--- src/hw/rtl/imu_dfr_pkg.sv ---
// package for the imu frame deframer: frame geometry, register codes and types
// no dependencies; imported by every module of the block
package imu_dfr_pkg;

    localparam int FRAME_BYTES   = 11;
    localparam int PAYLOAD_BYTES = 8;

    // bytes held in the cell row; the last frame byte is the incoming word
    localparam int HOLD_BYTES = FRAME_BYTES - 1;
    localparam int FILL_W     = $clog2(HOLD_BYTES + 1);

    localparam int BYTE_W    = 8;
    localparam int PAYLOAD_W = 64;
    localparam int CFG_IDX_W = 2;

    typedef logic [BYTE_W-1:0] byte_t;
    typedef logic [FILL_W-1:0] fill_t;

    typedef enum logic [CFG_IDX_W-1:0] {
        CFG_HEADER  = 2'd0,
        CFG_ID_LOW  = 2'd1,
        CFG_ID_HIGH = 2'd2
    } cfg_idx_t;

    typedef struct packed {
        byte_t header_byte;
        byte_t id_low;
        byte_t id_high;
    } cfg_t;

    localparam byte_t HEADER_RST  = 8'd85;
    localparam byte_t ID_LOW_RST  = 8'd80;
    localparam byte_t ID_HIGH_RST = 8'd90;

endpackage

--- src/hw/rtl/imu_frame_deframer_unit.sv ---
// imu frame deframer top level: cell row, running checksum, output register
// depends on imu_dfr_pkg, imu_dfr_cell and imu_dfr_match
//
// result: a frame's result is registered and valid in the cycle after its last word is accepted
// throughput: one word per cycle; the output register lets a new word in while
//   a result waits, so in_ready only drops when a result is held and out_ready is low
// reset: window and running sum cleared, fill count zero, registers at defaults
module imu_frame_deframer_unit
    import imu_dfr_pkg::*;
(
    input  logic                 clk,
    input  logic                 rst_n,
    // configuration write channel
    input  logic                 cfg_valid,
    output logic                 cfg_ready,
    input  logic [CFG_IDX_W-1:0] cfg_index,
    input  byte_t                cfg_data,
    // received byte channel
    input  logic                 in_valid,
    output logic                 in_ready,
    input  byte_t                rx_byte,
    // frame result channel
    output logic                 out_valid,
    input  logic                 out_ready,
    output byte_t                frame_id,
    output logic [PAYLOAD_W-1:0] payload
);

    // configuration registers
    cfg_t cfg_reg;
    cfg_t cfg_next;

    // window control: fill count of held bytes and their running sum mod 256
    fill_t fill_reg;
    fill_t fill_next;
    byte_t sum_reg;
    byte_t sum_next;

    // output register
    logic                 out_valid_reg;
    logic                 out_valid_next;
    byte_t                frame_id_reg;
    byte_t                frame_id_next;
    logic [PAYLOAD_W-1:0] payload_reg;
    logic [PAYLOAD_W-1:0] payload_next;

    logic                 in_fire;
    logic                 cfg_fire;
    logic                 match;
    logic                 frame_hit;
    logic [PAYLOAD_W-1:0] payload_word;

    // cell row: cell 0 is the oldest byte, the newest word enters at the top
    byte_t cell_q [HOLD_BYTES];

    assign cfg_ready = 1'b1;
    assign cfg_fire  = cfg_valid && cfg_ready;
    assign in_ready  = !out_valid_reg || out_ready;
    assign in_fire   = in_valid && in_ready;

    genvar gi;
    generate
        for (gi = 0; gi < HOLD_BYTES; gi++)
        begin : g_cell
            if (gi == HOLD_BYTES - 1)
            begin : g_top
                imu_dfr_cell u_cell (
                    .clk      (clk),
                    .rst_n    (rst_n),
                    .shift_en (in_fire),
                    .d        (rx_byte),
                    .q        (cell_q[gi])
                );
            end
            else
            begin : g_mid
                imu_dfr_cell u_cell (
                    .clk      (clk),
                    .rst_n    (rst_n),
                    .shift_en (in_fire),
                    .d        (cell_q[gi+1]),
                    .q        (cell_q[gi])
                );
            end
        end
    endgenerate

    // the incoming word is the checksum byte; held bytes are frame bytes 0 and up
    imu_dfr_match u_match (
        .cfg        (cfg_reg),
        .head_byte  (cell_q[0]),
        .id_byte    (cell_q[1]),
        .sum        (sum_reg),
        .check_byte (rx_byte),
        .match      (match)
    );

    assign frame_hit = in_fire && (fill_reg == fill_t'(HOLD_BYTES)) && match;

    // payload lanes: frame byte 2+k, zero where that would reach the checksum byte
    generate
        for (gi = 0; gi < PAYLOAD_W / BYTE_W; gi++)
        begin : g_lane
            if ((gi < PAYLOAD_BYTES) && (gi + 2 < HOLD_BYTES))
            begin : g_used
                assign payload_word[gi*BYTE_W +: BYTE_W] = cell_q[gi+2];
            end
            else
            begin : g_zero
                assign payload_word[gi*BYTE_W +: BYTE_W] = '0;
            end
        end
    endgenerate

    // config write decode, out-of-range index ignored
    always_comb
    begin
        cfg_next = cfg_reg;
        if (cfg_fire)
        begin
            case (cfg_idx_t'(cfg_index))
                CFG_HEADER:  cfg_next.header_byte = cfg_data;
                CFG_ID_LOW:  cfg_next.id_low      = cfg_data;
                CFG_ID_HIGH: cfg_next.id_high     = cfg_data;
                default:     cfg_next = cfg_reg;
            endcase
        end
    end

    // window bookkeeping: the row shifts on every accepted word, the sum tracks the shift,
    // a good frame empties the window and a bad one just slides by a byte
    always_comb
    begin
        fill_next = fill_reg;
        sum_next  = sum_reg;
        if (in_fire)
        begin
            sum_next = sum_reg - cell_q[0] + rx_byte;
            if (frame_hit)
            begin
                fill_next = '0;
            end
            else if (fill_reg != fill_t'(HOLD_BYTES))
            begin
                fill_next = fill_reg + fill_t'(1);
            end
        end
    end

    // output register: load on a good frame, drop once taken
    always_comb
    begin
        out_valid_next = out_valid_reg;
        frame_id_next  = frame_id_reg;
        payload_next   = payload_reg;
        if (frame_hit)
        begin
            out_valid_next = 1'b1;
            frame_id_next  = cell_q[1];
            payload_next   = payload_word;
        end
        else if (out_ready)
        begin
            out_valid_next = 1'b0;
        end
    end

    always_ff @(posedge clk or negedge rst_n)
    begin
        if (!rst_n)
        begin
            cfg_reg.header_byte <= HEADER_RST;
            cfg_reg.id_low      <= ID_LOW_RST;
            cfg_reg.id_high     <= ID_HIGH_RST;
            fill_reg            <= '0;
            sum_reg             <= '0;
            out_valid_reg       <= 1'b0;
        end
        else
        begin
            cfg_reg       <= cfg_next;
            fill_reg      <= fill_next;
            sum_reg       <= sum_next;
            out_valid_reg <= out_valid_next;
        end
    end

    // result payload, no reset needed
    always_ff @(posedge clk)
    begin
        frame_id_reg <= frame_id_next;
        payload_reg  <= payload_next;
    end

    assign out_valid = out_valid_reg;
    assign frame_id  = frame_id_reg;
    assign payload   = payload_reg;

    // fill count never runs past the held depth
    a_fill_range: assert property (@(posedge clk) disable iff (!rst_n)
        fill_reg <= fill_t'(HOLD_BYTES))
        else $error("fill count beyond window depth");

    // a result only comes from a full window, which is then emptied
    a_hit_full: assert property (@(posedge clk) disable iff (!rst_n)
        frame_hit |-> fill_reg == fill_t'(HOLD_BYTES))
        else $error("frame accepted from partial window");

    a_hit_clears: assert property (@(posedge clk) disable iff (!rst_n)
        frame_hit |=> (fill_reg == '0) && out_valid_reg)
        else $error("accepted frame did not clear window or load result");

    // words are only held back while a result is pending
    a_stall_cause: assert property (@(posedge clk) disable iff (!rst_n)
        !in_ready |-> out_valid_reg)
        else $error("input stalled with no pending result");

endmodule

--- src/hw/rtl/imu_dfr_cell.sv ---
// one cell of the byte shift row: holds a byte, takes its neighbour's on shift
// depends on imu_dfr_pkg
module imu_dfr_cell
    import imu_dfr_pkg::*;
(
    input  logic  clk,
    input  logic  rst_n,
    input  logic  shift_en,
    input  byte_t d,
    output byte_t q
);

    byte_t data_reg;
    byte_t data_next;

    always_comb
    begin
        data_next = shift_en ? d : data_reg;
    end

    always_ff @(posedge clk or negedge rst_n)
    begin
        if (!rst_n)
        begin
            data_reg <= '0;
        end
        else
        begin
            data_reg <= data_next;
        end
    end

    assign q = data_reg;

endmodule

--- src/hw/rtl/imu_dfr_match.sv ---
// frame check: header, id range and checksum against the incoming word
// depends on imu_dfr_pkg
module imu_dfr_match
    import imu_dfr_pkg::*;
(
    input  cfg_t  cfg,
    input  byte_t head_byte,
    input  byte_t id_byte,
    input  byte_t sum,
    input  byte_t check_byte,
    output logic  match
);

    logic head_ok;
    logic id_ok;
    logic sum_ok;

    always_comb
    begin
        head_ok = (head_byte == cfg.header_byte);
        id_ok   = (id_byte >= cfg.id_low) && (id_byte <= cfg.id_high);
        sum_ok  = (sum == check_byte);
        match   = head_ok && id_ok && sum_ok;
    end

endmodule
--- config.mk ---
export PLATFORM = sky130hd
export DESIGN_NAME = imu_frame_deframer_unit
export DESIGN_NICKNAME = d
export VERILOG_FILES = /design/src/hw/rtl/imu_dfr_pkg.sv /design/src/hw/rtl/imu_frame_deframer_unit.sv /design/src/hw/rtl/imu_dfr_cell.sv /design/src/hw/rtl/imu_dfr_match.sv
export SDC_FILE = /design/constraint.sdc
export NUM_CORES = 1
export LEC_CHECK = 0
export ABC_AREA = 1
export BUFFER_PORTS_ARGS = -buffer_cell sky130_fd_sc_hd__buf_2
export CAP_MARGIN = 10
export CORE_MARGIN = 2
export CORE_UTILIZATION = 50
export CTS_CLUSTER_DIAMETER = 40
export DETAILED_ROUTE_END_ITERATION = 10
export PLACE_DENSITY = 0.73
export SYNTH_ARGS = -nofsm -noshare
export SYNTH_HDL_FRONTEND = slang
export SYNTH_SLANG_ARGS = --single-unit
--- constraint.sdc ---
create_clock -name clk -period 3.5 [get_ports clk]
set_clock_uncertainty 0.15 [all_clocks]
set_input_delay 0.525 -clock clk [delete_from_list [all_inputs] [get_ports clk]]
set_output_delay 0.525 -clock clk [all_outputs]
set_load 0.02 [all_outputs]
==> flow_summary.yaml <==
clocking:
  htree_levels: 4
  clock_network_latency_to_the_later_pin_of_the_worst_skew_pair_ns: 0.44
  cts_num_sinks: 189
  tritoncts_clock_tree: "done"
  cts_setup_buffers: 0
  clkTransAtPathRegs_ns: 0.07
  clock_path_buffers: 2
  clockRootBuffer: "sky130_fd_sc_hd__clkbuf_16"
  cts_inserted_buffers: 17
sta:
  worstMarginPinSlew_ns: 0.911
  final-max-slew-violation-count: 0
  worst_slew_margin_relative_to_its_limit_pct: 39.3
  rsz0062_at_grt: "no"
  min_period_ns: 2.69
  finalHoldViolations: 0
  maxClockFrequency_mhz: 372
  setup_viol: 0
  finalSetupTns_ns: 0
  worst_hold_slack_ns: 0.234
  fin_crit_sh_pct: 76.8
floorplan:
  die_width_um: 129
  core-area_um2: 15200
  initial_core_util_pct: 51.1
  die_ar_um2: 16500
  ios: 98
  fp-row-count: 45
  dieHeight_um: 129
detailed_routing:
  drt_drc_violations_left: 0
  dr_total_vias: 5240
  final_antenna_net_count: 0
  avgViaCountPerCell: 4.99
  detail_route.wl_per_cell_um: 14.7
  first_iter_violations: 498
  firstDrtPassIters: 5
  routed_wirelength_um: 15500
grt:
  antenna_found_initial: 0
  grt_overflow: 0
  grt_util_all_layers_pct: 20.3
  first_pass_grt_wire_length_um: 25200
  first_global_vias: 4901
  grt_start_max_net_pins: 92
synth:
  ys_types: 27
  synth_largest_type_area_fraction_pct: 34.5
  synth_fp_nets: 808
  synthesis.yosys.warnings: 0
  synth_cells: 752
  synth_seq_cells: 189
  yosysSeqAreaShare_pct: 65.7
  yosys-top-cells-area: "sky130_fd_sc_hd__dfrtp_1, sky130_fd_sc_hd__edfxtp_1, sky130_fd_sc_hd__nand2_1"
  synth.avg_cell_area_um2: 10.3
  synth_top_area_cell: "sky130_fd_sc_hd__dfrtp_1"
  synthesis.area_um2: 7760
pwr:
  net-switching-power_uw: 1790
  ir_worst_vdd_mv: 0.377
  pwr-share-clk_pct: 33.4
  power.internal_uw: 4220
  static-leakage-power_uw: 0.00450
  combPwrFrac_pct: 20.0
  pd_cells_nw_per_um2: 661
  p_sw_share_pct: 29.8
  total_power_uw: 6010
  sequential_share_of_power_pct: 46.6
setup_path:
  critical-path-max-stage-delay_ns: 0.53
  start_kind: "flop"
  path_cells: "inv_1, ha_1, inv_1, nor2_1, o21ai_0, nand2_1, nand2_1, nand2_1, nand2_1, nand3_2, inv_2, buf_12"
  crit_top_cell: "sky130_fd_sc_hd__nand2_1"
  timing.critical_path.arrival_ns: 2.65
  worst_path_max_delay_cell: "sky130_fd_sc_hd__dfstp_2"
  critPathRequiredTime_ns: 3.46
  critical_path.reg2reg.startpoint: "cfg_reg[1]$_DFFE_PN1P_"
  ff2ff_path_depth: 12
  r2r-end: "payload[35]$_DFFE_PP_"
  r2r_setup_slack_ns: 0.81
  critical_path.max_fanout: 58
  critical_path.endpoint_type: "flop"
  critical_setup_path_kind: "flop to flop"
layout:
  drive_above_1_share_pct: 17.3
  largest_reg_flops: 72
  final_nets: 906
  num-fill-cells: 1254
  layoutNonFillerInstCount: 1051
  layout-area-overhead-vs-synth_pct: 17.1
  layout_common_cells: "sky130_fd_sc_hd__nand2_1, sky130_fd_sc_hd__dfrtp_1, sky130_fd_sc_hd__buf_2"
  layout_commonest_cell: "sky130_fd_sc_hd__nand2_1"
  utilization_pct: 59.8
  diodes: 0
hold_path:
  min-delay-start: "cfg_data[6]"
  number_of_cells_traversed_by_the_worst_hold_path: 3
  min_path_type: "input port to flop"
  hold_path_end: "cfg_reg[22]$_DFFE_PN1P_"
flow_run:
  cap_violations: 0
place:
  placedCellCount: 1018
  gpl.final_weighted_congestion: 0.870
  io_buffer_count: 96
  place_hpwl_um: 10600
run_status:
  run_status: "completed"
## worst max-delay path: cells and delay by family, from the launching register on
kind                     cells  cell delay [ns]
adder cells (fa/ha/maj)      1             0.30
AO/OA/AOI/OAI                1             0.13
AND/OR/NAND/NOR              6             0.44
buffers and inverters        4             0.75
flip-flops                   1             0.53
## how the worst max path moves through the flow
stage | slack (ns) | start | endpoint
floorplan | 0.13 | cfg_reg[1]$_DFFE_PN1P_ | frame_id[0]$_DFFE_PP_
global placement | 0.78 | rx_byte[1] | sum_reg[6]$_DFFE_PN0P_
detailed placement | 0.70 | rx_byte[1] | sum_reg[6]$_DFFE_PN0P_
CTS | 0.82 | cfg_reg[1]$_DFFE_PN1P_ | payload[60]$_DFFE_PP_
global route | 0.63 | cfg_reg[1]$_DFFE_PN1P_ | payload[23]$_DFFE_PP_
finish | 0.81 | cfg_reg[1]$_DFFE_PN1P_ | payload[35]$_DFFE_PP_
## logic make-up (layout without fill, tap and decap cells)
| family | after synthesis | count (layout) | synth area share, % |
|---|---|---|---|
| buffers and inverters | 106 | 217 | 5.24 |
| xor gates and xnor gates | 11 | 11 | 1.24 |
| DFF | 189 | 189 | 65.7 |
| adders and majority gates | 33 | 33 | 6.00 |
| and+or+nand+nor | 345 | 345 | 17.3 |
| AOI/OAI and AO/OA | 67 | 67 | 4.50 |
| other | 1 | 1 | 0.0483 |
## power groups by stage
stage / logic (uW) / registers (uW) / clock network, uW
after global routing: 1400 / 2830 / 2140
after detailed placement: 1190 / 2840 / 0
after CTS: 1200 / 2800 / 2040
after floorplan: 926 / 2760 / 0
final: 1200 / 2800 / 2010
after global placement: 1140 / 2830 / 0
## stage by stage
stage,setup slack [ns],instance area [um2]
global placement,0.780,8460
finish,0.812,9090
global route,0.632,9090
detailed placement,0.700,8460
floorplan,0.128,7760
CTS,0.821,9090
## timing repair
action / 4_1_cts / 5_1_grt
hold buffers: 1 / 0
resized for setup: 0 / 0
hold endpoints to repair: 17 / 0
setup endpoints to repair: 0 / 0
## Yosys cell counts, drive strengths merged
cell / n
inv: 83
conb: 1
xor2: 7
o22ai: 2
ha: 26
o31ai: 1
dfrtp: 107
nand3: 11
clkbuf: 20
dfstp: 10
nand2: 311
nor3: 1
a21boi: 1
o21ai: 51
nand4: 7
a21oi: 11
o21a: 1
fa: 7
xnor2: 4
buf: 3
edfxtp: 72
nor2: 15
## layout make-up
class / count / area, um2 / area share (%)
flip-flops and latches: 189 / 5100 / 56.1
multi-input cells: 457 / 2260 / 24.9
repair buffers: 102 / 556 / 6.11
clock buffers: 19 / 443 / 4.87
inverters: 83 / 312 / 3.43
well taps: 188 / 235 / 2.59
clock inverters: 13 / 179 / 1.97
## layer usage
metal | vias to the layer above | GRT usage (%) | share of wire [%]
met1 | 2497 | 28.8 | 47
met4 | 0 | 7.61 | 1.8
met3 | 21 | 3.78 | 4.3
met5 | - | 0 | 0
met2 | 143 | 31.5 | 47
li1 | 2579 | - | -
Note: power is estimated with default switching activity, not from simulation.
